File: config.mk
export PLATFORM = sky130hd
export DESIGN_NAME = encoder_period_speed_estimator_flat
export DESIGN_NICKNAME = d
export VERILOG_FILES = /design/src/sv/eps_pkg.sv /design/src/sv/eps_in_if.sv /design/src/sv/eps_out_if.sv /design/src/sv/eps_dp.sv /design/src/sv/eps_ctrl.sv /design/src/sv/encoder_period_speed_estimator.sv /design/src/flat_wrapper.sv
export SDC_FILE = /design/constraint.sdc
export NUM_CORES = 1
export LEC_CHECK = 0
export BUFFER_PORTS_ARGS = -buffer_cell sky130_fd_sc_hd__buf_2
export CORE_UTILIZATION = 56
export CTS_BUF_LIST = sky130_fd_sc_hd__clkbuf_8
export DETAILED_ROUTE_END_ITERATION = 8
export GPL_TIMING_DRIVEN = 0
export PLACE_DENSITY = 0.86
export SLEW_MARGIN = 40
export SYNTH_ARGS = -nofsm -noshare
export SYNTH_HDL_FRONTEND = slang
export SYNTH_SLANG_ARGS = --single-unit
File: constraint.sdc
create_clock -name clk -period 9 [get_ports clk]
set_input_delay 1.35 -clock clk [delete_from_list [all_inputs] [get_ports clk]]
set_output_delay 1.35 -clock clk [all_outputs]
set_load 0.005 [all_outputs]
File: src/sv/eps_pkg.sv
package eps_pkg;

	// Field widths of the channels and registers.
	localparam int PERIOD_BITS = 16;
	localparam int NUM_BITS    = 40;
	localparam int SPEED_BITS  = 32;
	localparam int SUM_BITS    = SPEED_BITS + 2;
	localparam int CMD_BITS    = 2;
	localparam int CFG_IDX_BITS = 1;

	// The divider retires two quotient bits per cycle.
	localparam int DIV_STEPS    = NUM_BITS / 2;
	localparam int DIV_CNT_BITS = $clog2(DIV_STEPS);

	// The three-speed sum is divided by three as a product with 2^35 / 3 rounded up,
	// which is exact for every sum below 2^35. The sum is fed to the multiplier in two
	// halves on consecutive cycles.
	localparam int RECIP_BITS  = 34;
	localparam int RECIP_SHIFT = 35;
	localparam logic [RECIP_BITS-1:0] RECIP_THIRD = 34'h2AAAAAAAB;
	localparam int AVG_SPLIT   = SUM_BITS / 2;
	localparam int PROD_BITS   = AVG_SPLIT + RECIP_BITS;
	localparam int ACC_BITS    = PROD_BITS + AVG_SPLIT;

	// Command codes carried by an input transfer.
	localparam logic [CMD_BITS-1:0] CMD_CAPTURE  = 2'd0;
	localparam logic [CMD_BITS-1:0] CMD_OVERFLOW = 2'd1;
	localparam logic [CMD_BITS-1:0] CMD_SAMPLE   = 2'd2;

	// Configuration register indexes.
	localparam logic [CFG_IDX_BITS-1:0] REG_NUMERATOR  = 1'b0;
	localparam logic [CFG_IDX_BITS-1:0] REG_MIN_PERIOD = 1'b1;

	// Register reset values.
	localparam logic [NUM_BITS-1:0]    NUMERATOR_RESET  = 40'd5227567360;
	localparam logic [PERIOD_BITS-1:0] MIN_PERIOD_RESET = 16'd18;

	localparam logic [SPEED_BITS-1:0] SPEED_MAX = '1;

	// Commands from the controller to the datapath.
	typedef struct packed {
		logic capture;
		logic overflow;
		logic clear_ready;
		logic shift_hist;
		logic div_start_raw;
		logic div_step;
		logic avg_load;
		logic avg_low;
		logic avg_high;
		logic commit_avg;
		logic out_load;
		logic out_updated;
	} ctrl_cmd_t;

	// Status from the datapath to the controller.
	typedef struct packed {
		logic period_ready;
		logic period_ok;
		logic div_last;
	} dp_status_t;

endpackage

File: src/sv/eps_in_if.sv
interface eps_in_if;
	logic                             valid;
	logic                             ready;
	logic [eps_pkg::CMD_BITS-1:0]     command;
	logic [eps_pkg::PERIOD_BITS-1:0]  period_ticks;

	modport source (output valid, output command, output period_ticks, input ready);
	modport sink (input valid, input command, input period_ticks, output ready);
endinterface

File: src/sv/eps_out_if.sv
interface eps_out_if;
	logic                            valid;
	logic                            ready;
	logic [eps_pkg::SPEED_BITS-1:0]  speed;
	logic                            updated;

	modport source (output valid, output speed, output updated, input ready);
	modport sink (input valid, input speed, input updated, output ready);
endinterface

File: src/sv/eps_dp.sv
module eps_dp (
	input  logic                              clk,
	input  logic                              arst_n,
	input  eps_pkg::ctrl_cmd_t                cmd,
	input  logic [eps_pkg::PERIOD_BITS-1:0]   period_ticks,
	input  logic                              cfg_we,
	input  logic [eps_pkg::CFG_IDX_BITS-1:0]  cfg_index,
	input  logic [eps_pkg::NUM_BITS-1:0]      cfg_data,
	output eps_pkg::dp_status_t               status,
	output logic [eps_pkg::SPEED_BITS-1:0]    speed,
	output logic                              updated
);

	logic [eps_pkg::NUM_BITS-1:0]     numerator_q;
	logic [eps_pkg::PERIOD_BITS-1:0]  min_period_q;
	logic [eps_pkg::PERIOD_BITS-1:0]  latched_q;
	logic                             ready_q;
	logic [eps_pkg::SPEED_BITS-1:0]   last_q;
	logic [eps_pkg::SPEED_BITS-1:0]   older_q;
	logic [eps_pkg::SPEED_BITS-1:0]   speed_q;
	logic                             updated_q;

	// Restoring divider for the numerator over the period: remainder,
	// dividend/quotient shifter, divisor.
	logic [eps_pkg::PERIOD_BITS-1:0]  rem_q;
	logic [eps_pkg::NUM_BITS-1:0]     quo_q;
	logic [eps_pkg::PERIOD_BITS-1:0]  dvs_q;
	logic [eps_pkg::DIV_CNT_BITS-1:0] cnt_q;

	// Averaging: registered sum and the accumulated reciprocal product.
	logic [eps_pkg::SUM_BITS-1:0]     sum_q;
	logic [eps_pkg::ACC_BITS-1:0]     acc_q;

	logic [eps_pkg::PERIOD_BITS:0]    trial1, trial2, dvs_ext;
	logic                             ge1, ge2;
	logic [eps_pkg::PERIOD_BITS-1:0]  rem1, rem2;
	logic [eps_pkg::SPEED_BITS-1:0]   raw_sat;
	logic [eps_pkg::SUM_BITS-1:0]     sum;
	logic [eps_pkg::AVG_SPLIT-1:0]    mul_in;
	logic [eps_pkg::PROD_BITS-1:0]    prod;

	assign dvs_ext = {1'b0, dvs_q};
	assign trial1  = {rem_q, quo_q[eps_pkg::NUM_BITS-1]};
	assign ge1     = trial1 >= dvs_ext;
	assign rem1    = ge1 ? eps_pkg::PERIOD_BITS'(trial1 - dvs_ext)
	                     : trial1[eps_pkg::PERIOD_BITS-1:0];
	assign trial2  = {rem1, quo_q[eps_pkg::NUM_BITS-2]};
	assign ge2     = trial2 >= dvs_ext;
	assign rem2    = ge2 ? eps_pkg::PERIOD_BITS'(trial2 - dvs_ext)
	                     : trial2[eps_pkg::PERIOD_BITS-1:0];

	// A quotient above 32 bits saturates; a zero divisor yields all ones.
	assign raw_sat = (|quo_q[eps_pkg::NUM_BITS-1:eps_pkg::SPEED_BITS]) ? eps_pkg::SPEED_MAX
	               : quo_q[eps_pkg::SPEED_BITS-1:0];
	assign sum = eps_pkg::SUM_BITS'(older_q) + eps_pkg::SUM_BITS'(last_q)
	           + eps_pkg::SUM_BITS'(raw_sat);

	// One constant multiplier takes the low half of the sum, then the high half.
	assign mul_in = cmd.avg_high ? sum_q[eps_pkg::SUM_BITS-1:eps_pkg::AVG_SPLIT]
	                             : sum_q[eps_pkg::AVG_SPLIT-1:0];
	assign prod   = eps_pkg::PROD_BITS'(mul_in) * eps_pkg::PROD_BITS'(eps_pkg::RECIP_THIRD);

	assign status.period_ready = ready_q;
	assign status.period_ok    = latched_q >= min_period_q;
	assign status.div_last     = cnt_q == '0;

	assign speed   = speed_q;
	assign updated = updated_q;

	always_ff @(posedge clk or negedge arst_n) begin
		if (!arst_n) begin
			numerator_q  <= eps_pkg::NUMERATOR_RESET;
			min_period_q <= eps_pkg::MIN_PERIOD_RESET;
			latched_q    <= '0;
			ready_q      <= 1'b0;
			last_q       <= '0;
			older_q      <= '0;
			cnt_q        <= '0;
		end else begin
			if (cfg_we) begin
				case (cfg_index)
					eps_pkg::REG_NUMERATOR:  numerator_q <= cfg_data;
					eps_pkg::REG_MIN_PERIOD: begin
						min_period_q <= cfg_data[eps_pkg::PERIOD_BITS-1:0];
					end
					default: ;
				endcase
			end
			if (cmd.capture) begin
				latched_q <= period_ticks;
				ready_q   <= 1'b1;
			end
			if (cmd.overflow) begin
				last_q  <= '0;
				ready_q <= 1'b0;
			end
			if (cmd.clear_ready) begin
				ready_q <= 1'b0;
			end
			if (cmd.shift_hist) begin
				older_q <= last_q;
			end
			if (cmd.commit_avg) begin
				older_q <= last_q;
				last_q  <= acc_q[eps_pkg::RECIP_SHIFT +: eps_pkg::SPEED_BITS];
			end
			if (cmd.div_start_raw) begin
				cnt_q <= eps_pkg::DIV_CNT_BITS'(eps_pkg::DIV_STEPS - 1);
			end else if (cmd.div_step && cnt_q != '0) begin
				cnt_q <= cnt_q - 1'b1;
			end
		end
	end

	always_ff @(posedge clk) begin
		if (cmd.div_start_raw) begin
			rem_q <= '0;
			quo_q <= numerator_q;
			dvs_q <= latched_q;
		end else if (cmd.div_step) begin
			rem_q <= rem2;
			quo_q <= {quo_q[eps_pkg::NUM_BITS-3:0], ge1, ge2};
		end
		if (cmd.avg_load) begin
			sum_q <= sum;
		end
		if (cmd.avg_low) begin
			acc_q <= {{eps_pkg::AVG_SPLIT{1'b0}}, prod};
		end else if (cmd.avg_high) begin
			acc_q <= acc_q + {prod, {eps_pkg::AVG_SPLIT{1'b0}}};
		end
		if (cmd.out_load) begin
			speed_q   <= last_q;
			updated_q <= cmd.out_updated;
		end
	end

endmodule

File: src/sv/eps_ctrl.sv
module eps_ctrl (
	input  logic                          clk,
	input  logic                          arst_n,
	input  logic                          in_valid,
	input  logic [eps_pkg::CMD_BITS-1:0]  in_command,
	input  logic                          out_ready,
	input  eps_pkg::dp_status_t           status,
	output eps_pkg::ctrl_cmd_t            cmd,
	output logic                          in_ready,
	output logic                          out_valid
);

	typedef enum logic [2:0] {
		ST_IDLE,
		ST_DIV_RAW,
		ST_AVG_LOAD,
		ST_AVG_LOW,
		ST_AVG_HIGH,
		ST_COMMIT,
		ST_RESULT
	} state_t;

	state_t state_q;
	logic   out_valid_q;
	logic   upd_q;
	logic   accept;
	logic   use_div;

	assign in_ready  = state_q == ST_IDLE;
	assign out_valid = out_valid_q;
	assign accept    = in_valid && in_ready;
	assign use_div   = status.period_ready && status.period_ok;

	always_comb begin
		cmd = '0;
		cmd.out_updated = upd_q;
		case (state_q)
			ST_IDLE: begin
				if (accept) begin
					case (in_command)
						eps_pkg::CMD_CAPTURE:  cmd.capture = 1'b1;
						eps_pkg::CMD_OVERFLOW: cmd.overflow = 1'b1;
						eps_pkg::CMD_SAMPLE: begin
							cmd.clear_ready = 1'b1;
							if (use_div) begin
								cmd.div_start_raw = 1'b1;
							end else begin
								cmd.shift_hist = 1'b1;
							end
						end
						default: ;
					endcase
				end
			end
			ST_DIV_RAW:  cmd.div_step = 1'b1;
			ST_AVG_LOAD: cmd.avg_load = 1'b1;
			ST_AVG_LOW:  cmd.avg_low = 1'b1;
			ST_AVG_HIGH: cmd.avg_high = 1'b1;
			ST_COMMIT:   cmd.commit_avg = 1'b1;
			ST_RESULT:   cmd.out_load = !out_valid_q || out_ready;
			default: ;
		endcase
	end

	always_ff @(posedge clk or negedge arst_n) begin
		if (!arst_n) begin
			state_q     <= ST_IDLE;
			out_valid_q <= 1'b0;
			upd_q       <= 1'b0;
		end else begin
			if (cmd.out_load) begin
				out_valid_q <= 1'b1;
			end else if (out_ready) begin
				out_valid_q <= 1'b0;
			end
			case (state_q)
				ST_IDLE: begin
					if (accept) begin
						upd_q <= (in_command == eps_pkg::CMD_SAMPLE) && status.period_ready;
						if (in_command == eps_pkg::CMD_SAMPLE && use_div) begin
							state_q <= ST_DIV_RAW;
						end else begin
							state_q <= ST_RESULT;
						end
					end
				end
				ST_DIV_RAW: begin
					if (status.div_last) begin
						state_q <= ST_AVG_LOAD;
					end
				end
				ST_AVG_LOAD: state_q <= ST_AVG_LOW;
				ST_AVG_LOW:  state_q <= ST_AVG_HIGH;
				ST_AVG_HIGH: state_q <= ST_COMMIT;
				ST_COMMIT:   state_q <= ST_RESULT;
				ST_RESULT: begin
					if (cmd.out_load) begin
						state_q <= ST_IDLE;
					end
				end
				default: state_q <= ST_IDLE;
			endcase
		end
	end

`ifndef SYNTHESIS
	a_accept_leaves_idle: assert property (@(posedge clk) disable iff (!arst_n)
		accept |=> state_q != ST_IDLE)
		else $error("accepted transfer did not leave idle");

	a_result_from_load: assert property (@(posedge clk) disable iff (!arst_n)
		$rose(out_valid_q) |-> $past(state_q) == ST_RESULT)
		else $error("output valid rose outside the result state");

	a_commit_after_product: assert property (@(posedge clk) disable iff (!arst_n)
		state_q == ST_COMMIT |-> $past(state_q) == ST_AVG_HIGH)
		else $error("average committed before the reciprocal product finished");

	a_avg_after_raw: assert property (@(posedge clk) disable iff (!arst_n)
		state_q == ST_AVG_LOAD |-> $past(state_q) == ST_DIV_RAW && $past(status.div_last))
		else $error("average load before the period division finished");
`endif

endmodule

File: src/sv/encoder_period_speed_estimator.sv
// Channel   Direction  Payload                             Transfer when
// item      in         command[1:0], period_ticks[15:0]    item.valid && item.ready
// result    out        speed[31:0], updated                result.valid && result.ready
// cfg       in         cfg_index[0], cfg_data[39:0]        cfg_we
//
// An item holds the block from its transfer cycle through the cycle that loads its result.
// A capture, overflow, unused or sample command that does not divide goes from the transfer
// straight to the load. A sample that divides runs the transfer, the numerator divided by
// the period at two quotient bits a cycle, a step that registers the three-speed sum, the
// two halves of its product with the reciprocal of three, the average commit and the load.
// Reset clears the controller, the speed history and the ready mark, and puts the
// registers at their defaults. The block takes a new item while a result still waits
// in the output register; it stalls only when a second result finds that register full.
module encoder_period_speed_estimator (
	input  logic                              clk,
	input  logic                              arst_n,
	eps_in_if.sink                            item,
	eps_out_if.source                         result,
	input  logic                              cfg_we,
	input  logic [eps_pkg::CFG_IDX_BITS-1:0]  cfg_index,
	input  logic [eps_pkg::NUM_BITS-1:0]      cfg_data
);

	// Command and status bundles between the controller and the datapath.
	eps_pkg::ctrl_cmd_t   cmd;
	eps_pkg::dp_status_t  status;

	// The controller sequences each item: it decodes the command at the transfer,
	// walks the divider through the period division, steps the averaging product,
	// and then waits for room in the output register.
	eps_ctrl u_ctrl (
		.clk        (clk),
		.arst_n     (arst_n),
		.in_valid   (item.valid),
		.in_command (item.command),
		.out_ready  (result.ready),
		.status     (status),
		.cmd        (cmd),
		.in_ready   (item.ready),
		.out_valid  (result.valid)
	);

	// The datapath holds the configuration registers, the latched period, the
	// two-entry speed history, the period divider, the averaging multiplier and
	// the output payload register.
	eps_dp u_dp (
		.clk          (clk),
		.arst_n       (arst_n),
		.cmd          (cmd),
		.period_ticks (item.period_ticks),
		.cfg_we       (cfg_we),
		.cfg_index    (cfg_index),
		.cfg_data     (cfg_data),
		.status       (status),
		.speed        (result.speed),
		.updated      (result.updated)
	);

endmodule

File: src/flat_wrapper.sv
// flat-port wrapper written by rule: the top's interface ports become plain ports
module encoder_period_speed_estimator_flat 
  (clk, arst_n, cfg_we, cfg_index, cfg_data, item_valid, item_command, item_period_ticks, item_ready, result_valid, result_speed, result_updated, result_ready);
  eps_in_if item_i ();
  eps_out_if result_i ();
  input  logic clk;
  input  logic arst_n;
  input  logic cfg_we;
  input  logic [eps_pkg::CFG_IDX_BITS-1:0] cfg_index;
  input  logic [eps_pkg::NUM_BITS-1:0] cfg_data;
  input wire logic [$bits(item_i.valid)-1:0] item_valid;
  input wire logic [$bits(item_i.command)-1:0] item_command;
  input wire logic [$bits(item_i.period_ticks)-1:0] item_period_ticks;
  output wire logic [$bits(item_i.ready)-1:0] item_ready;
  output wire logic [$bits(result_i.valid)-1:0] result_valid;
  output wire logic [$bits(result_i.speed)-1:0] result_speed;
  output wire logic [$bits(result_i.updated)-1:0] result_updated;
  input wire logic [$bits(result_i.ready)-1:0] result_ready;
  assign item_i.valid = item_valid;
  assign item_i.command = item_command;
  assign item_i.period_ticks = item_period_ticks;
  assign item_ready = item_i.ready;
  assign result_valid = result_i.valid;
  assign result_speed = result_i.speed;
  assign result_updated = result_i.updated;
  assign result_i.ready = result_ready;
  encoder_period_speed_estimator u_core (.clk(clk), .arst_n(arst_n), .item(item_i), .result(result_i), .cfg_we(cfg_we), .cfg_index(cfg_index), .cfg_data(cfg_data));
endmodule
-- Word level (Yosys, flattened, before mapping)
Index checks and enable logic that the tools add are counted.
- RAM bits: 0
- ROM bits: 0
- word-level logic and storage cells: 100
- register bits after elaboration: 354
- memories kept: 0
- latch bits: 0
- div/mod/pow operators: 0
- muxes and demuxes: 37
- eq/ne operators: 11
- multiply operators: 1
- shifts and indexed selects: 0
- bitwise operators: 1
- order comparisons: 3
- add/subtract/negate cells: 6
- reduce and logical (&&, ||, !) cells: 23
- operator list (operator ; count):
    $mux 32 ; 5
    $mux 51 ; 2
    $mux 40 ; 2
    $add 68x68->68 ; 1
    $mul 17x34->51 const B ; 1
    $add 33x32->34 ; 1
    $ge 17x16->1 ; 2
    $add 32x32->33 ; 1
    $mux 16 ; 2
    $sub 16x16->16 ; 2
    $pmux 3 s7 ; 1
    $mux 5 ; 4
    $mux 17 ; 1
    $ge 16x16->1 ; 1
    $mux 1 ; 15
    $mux 3 ; 5
    $reduce_bool 2->1 ; 6
    $eq 3x3->1 const B ; 3
    $reduce_or 8->1 ; 1
    $eq 3x2->1 const B ; 2
    $ne 2x1->1 const B ; 3
    $reduce_and 2->1 ; 3
    $logic_and 1x1->1 ; 5
    $logic_not 5->1 ; 1
    12 further kinds ; 12

-- Longest topological paths before layout
- depth in word-level cells: 9
- gate-level depth with buffers: 40
- mapped depth without buffers: 36

-- Hierarchy
From an unflattened synthesis, not the netlist that was laid out.
- cell total of the unflattened synthesis: 2584
- area, all modules: 25858.6 um^2
- modules (own cells, without submodules) (module ; sequential area each (um^2) ; area an instance (um^2) ; cells an instance ; times used):
    eps_dp ; 8928.6 ; 25474.4 ; 2540 ; 1
    eps_ctrl ; 125.1 ; 384.1 ; 44 ; 1

-- Least setup slack after synthesis
No wires, ideal clock.
- path type: register to register
- start: reg u_core.u_ctrl.state_q[2]
- end: reg u_core.u_dp.acc_q[60] in the netlist's numbering
- period minus slack after synthesis: 9057 ps
- cell stages (with the launch flop): 38
- setup slack: -57 ps
- library setup time: 117 ps
- buffers on the path: 5
- data arrival time: 8940 ps
- cells stage by stage: dfrtp_1 > buf_2 > clkinv_1 > nor3_1 > clkbuf_1 > clkbuf_1 > nand2_1 > nand2_1 > ha_1 > inv_1 > fa_1 > fa_1 > inv_1 > fa_1 > inv_1 > fa_1 > fa_1 > inv_1 > [... 2 more ...] > nand4_1 > nor3_1 > o21ai_1 > a31oi_1 > nor2_1 > xnor2_1 > ha_1 > clkbuf_1 > nand2_1 > nor3_1 > and2_1 > o21ai_1 > a31o_2 > a21oi_1 > o31ai_1 > a2111oi_0 > o21ai_0 > a32o_1
- longest elaborated chain between the ends: 5
- elaborated cells on any way between the ends: 7
- classes of those cells: add/sub: 1; mul: 1; eq/ne: 2; mux: 3
- RTL lines (element ; line ; text):
    from (decl) ; eps_ctrl.sv:23 ; state_t state_q;
    from (signal assigned) ; eps_ctrl.sv:67 ; state_q <= ST_IDLE;
    from (signal assigned) ; eps_ctrl.sv:81 ; state_q <= ST_DIV_RAW;
    from (signal assigned) ; eps_ctrl.sv:83 ; state_q <= ST_RESULT;
    $eq 3x3->1 ; eps_ctrl.sv:37 ; case (state_q)
    $mux 1 ; eps_ctrl.sv:37 ;
    $mux 17 ; eps_dp.sv:59 ; assign mul_in = cmd.avg_high ? sum_q[eps_pkg::SUM_BITS-1:eps_pkg::AVG_SPLIT]
    $mul 17x34->51 ; eps_dp.sv:61 ; assign prod = eps_pkg::PROD_BITS'(mul_in) * eps_pkg::PROD_BITS'(eps_pkg::RECIP_THIRD);
    $add 68x68->68 ; eps_dp.sv:130 ; acc_q <= acc_q + {prod, {eps_pkg::AVG_SPLIT{1'b0}}};
    to (signal assigned) ; eps_dp.sv:128 ; acc_q <= {{eps_pkg::AVG_SPLIT{1'b0}}, prod};
    to (signal assigned) ; eps_dp.sv:130 ;
    to (decl) ; eps_dp.sv:32 ; logic [eps_pkg::ACC_BITS-1:0] acc_q;
Parallel ways exist; a longest one is shown, timed or not.
A chain may end at the register's enable or synchronous reset.

-- Worst setup path in the final report
- start: reg u_core.u_ctrl.state_q[2]
- end: reg u_core.u_dp.acc_q[63] in the netlist's numbering
Same word-level chain as after synthesis.

==> run metrics <==
standard-cell rows=78; HPWL after detailed placement=53.1 mm; Final Critical Period=9010 ps; WL/cell=20.4 um; All-Layer GR Usage=about 30%; CP required=9490 ps; synthesized flop and latch total=336; status=complete, but fails checks; syn_nets=3072; Root Buffer=clkbuf_8; crit path DAT=9500 ps; Placer Congestion=1.05; CP top delay family=adder cells; Synth Area per Inst=9.81 sq um; Final nets=3284; Hold WC Path Type=reg -> reg; fmax=111 MHz; failing checks=setup timing; Hold Path End=u_core.u_dp.updated; hold_ws=about 470 ps; Final ANT Viol Nets=0; first-pass GRT wire length=roughly 110 mm; worst path bufs/invs=10; CTS tree=done; Initial DRC Count=1838; worst-skew pair later-pin latency=650 ps; Seq/Total Area, Yosys=35.2%; TritonRoute pass-1 iters=6; Final Cycle Share=100%; die area=46700 sq um; Clock Skews=about 58 ps; initial antenna violation count=2; # port buffers=98; clock buffer depth=3; CTS hold repair buffers=0; Placeable Area=between 40000 and 50000 sq um; final count of pins violating max slew=0; TritonCTS Buffers=54; Critical Path Slowest Stage Cell=fa_1; clock sink count=between 300 and 400; DIE HEIGHT=roughly 220 um; final setup violation count=1; Max Cap Viol=0; Die X=216 um; post-route DRC violation count=0; CP Class=reg -> reg; Worst Tran Pin Value=821 ps; Slew HR=44.7%; capturing element type of the critical path=register; Critical Path Fanout Max=10; IO Pins=a little under 100; Netlist Area Pre-Place=about 26000 sq um; CP max stage delay=approximately 560 ps; number of synthesized flops with an enable pin=157; r2r endpoint=u_core.u_dp.acc_q[63]; Syn-to-layout area delta=16.0%; Vias/cell=between 6 and 7; endpoints failing hold=0; reg2reg start=u_core.u_ctrl.state_q[2]; design area=29800 sq um; Worst Hold Launch=u_core.u_ctrl.upd_q; final wirelength=71.1 mm; nature of the critical path startpoint=register; DP Area=27100 sq um; Hold Crit Depth=0; fillers=3338; synthesized instance count=around 2600; Yosys cell types=81; synth warn=0; Starting Density=56.7%; Worst R2R Path Depth=36; H-tree levels=2; vias in the first global route=21300; asr flop ratio synth=43.8%; r2r setup slk=-10 ps; Most used DFF post-synth=edfxtp_1; clock slew at reported path FFs=70 ps; Vias=20900; fin worst setup slack=-9.63 ps; grt total ovfl=0; largest net degree at the start of global routing=77; ratio of cells with drive above 1 in the final layout=18.6%
[worst register-to-register path: cells and delay by family (launching register included)]
family	cells	cell delay, ps
and+or+nand+nor	6	1630
buffers and inverters	10	1000
adders and majority gates	8	3500
muxes	1	310
DFF	1	340
AOI/OAI and AO/OA	10	1950
xor gates and xnor gates	1	160
[per-stage QoR]
| stage | setup WS, ps | util (%) | instances | TNS [ps] |
|---|---|---|---|---|
| CTS | -2.89 | 64.2 | 3442 | -2.89 |
| detailed placement | -2450 | 59.8 | 3322 | -48980 |
| global placement | -2260 | 59.5 | 3317 | -41590 |
| floorplan | 100 | - | 2619 | 0 |
| global route | -158 | 65.8 | 3478 | -968 |
| finish | -9.63 | 65.8 | 3478 | -9.63 |
[sequential cells by signal, indices dropped and copies added, names as in the netlist, 32 cells and up]
register	count
u_core.u_dp.last_q	32
u_core.u_dp.sum_q	34
u_core.u_dp.speed	32
u_core.u_dp.numerator_q	40
u_core.u_dp.quo_q	40
u_core.u_dp.acc_q	50
u_core.u_dp.older_q	32
[cell usage in the layout, fill, tap and decap left out, types with 13 or more instances in the layout]
master and n:
inv_1 379, nand2_1 251, ha_1 231, edfxtp_1 157
nor2_1 137, dfrtp_1 130, fa_1 121, a21oi_1 116
buf_2 102, o21ai_0 94, a21o_1 90, xnor2_1 89
mux2_2 82, clkbuf_8 63, buf_4 57, mux2i_1 48
nand3_1 47, clkbuf_1 42, xor2_1 36, a22o_1 33
dfxtp_1 32, nor3_1 30, and3_1 22, nand2b_1 22
a31oi_1 22, nand4_1 22, o21a_1 21, nor2b_1 19
ha_4 19, o21bai_1 17, dfstp_2 16, a211oi_1 15
o21ai_1 13, a21oi_2 13
[worst max path at each step]
stage / startpoint / endpoint / cells after the start / slack [ps]
detailed placement: u_core.u_ctrl.state_q[2] / u_core.u_dp.acc_q[64] / 36 / -2450
global placement: u_core.u_ctrl.state_q[2] / u_core.u_dp.acc_q[64] / 36 / -2260
global route: u_core.u_ctrl.state_q[2] / u_core.u_dp.acc_q[64] / 38 / -160
CTS: u_core.u_ctrl.state_q[2] / u_core.u_dp.acc_q[63] / 35 / -3
finish: u_core.u_ctrl.state_q[2] / u_core.u_dp.acc_q[63] / 36 / -10
floorplan: u_core.u_ctrl.state_q[2] / u_core.u_dp.acc_q[60] / 37 / 100
[cells by family after synthesis]
| logic type | share of synthesized area (%) |
|---|---|
| buf+inv | 6.57 |
| simple gates | 11.2 |
| fa+ha+maj | 22.7 |
| compound gates | 13.9 |
| xor+xnor | 4.74 |
| flops | 35.2 |
| mux | 5.66 |
[per-layer routing]
layer / track usage, % / vias to the layer above / share of wire [%]
li1: - / 9472 / -
met1: 36.6 / 10200 / 38
met2: 51.0 / 981 / 49
met3: 4.01 / 242 / 7.4
met4: 14.6 / 0 / 5.3
met5: 0 / - / 0
[final cells by class]
type	instances	area (sq um)	area share [%]
Multi-Input combinational cell	1838	16000	53.8
Sequential cell	336	9050	30.4
Inverter	375	1420	4.77
Timing Repair Buffer	164	1080	3.61
Clock buffer	62	853	2.86
Tap cell	600	751	2.52
Buffer	62	327	1.10
Clock inverter	40	298	0.999
Antenna cell	1	2.50	0.00840
[cell usage after synthesis, drive strengths merged, types with 16 or more instances]
| cell | count | area, sq um |
|---|---|---|
| xnor2 | 100 | 876 |
| o21a | 21 | 158 |
| edfxtp | 157 | 4710 |
| dfxtp | 32 | 641 |
| inv | 373 | 1400 |
| nand3 | 50 | 250 |
| o21ai | 118 | 591 |
| mux2 | 82 | 923 |
| fa | 129 | 2580 |
| nand2 | 267 | 1000 |
| a21o | 91 | 683 |
| clkbuf | 58 | 220 |
| nor3 | 38 | 195 |
| nor2 | 142 | 533 |
| a22o | 33 | 289 |
| nand2b | 22 | 138 |
| mux2i | 53 | 531 |
| ha | 260 | 3250 |
| dfstp | 16 | 420 |
| nand4 | 22 | 138 |
| a31oi | 27 | 169 |
| and3 | 23 | 144 |
| o21bai | 18 | 135 |
| a21oi | 134 | 674 |
| nor2b | 20 | 125 |
| a211oi | 19 | 143 |
| xor2 | 39 | 342 |
| dfrtp | 131 | 3280 |
[what timing repair did]
item                                   4_1_cts  5_1_grt
setup endpoints to repair                   35       22
setup buffers                               24       37
endpoints found under the hold margin        0        0
resized for setup                          138      104
pin swaps                                   32       79
Power is not shown: default switching activity piles up to over one toggle a cycle in this logic, so the estimate is an artifact.
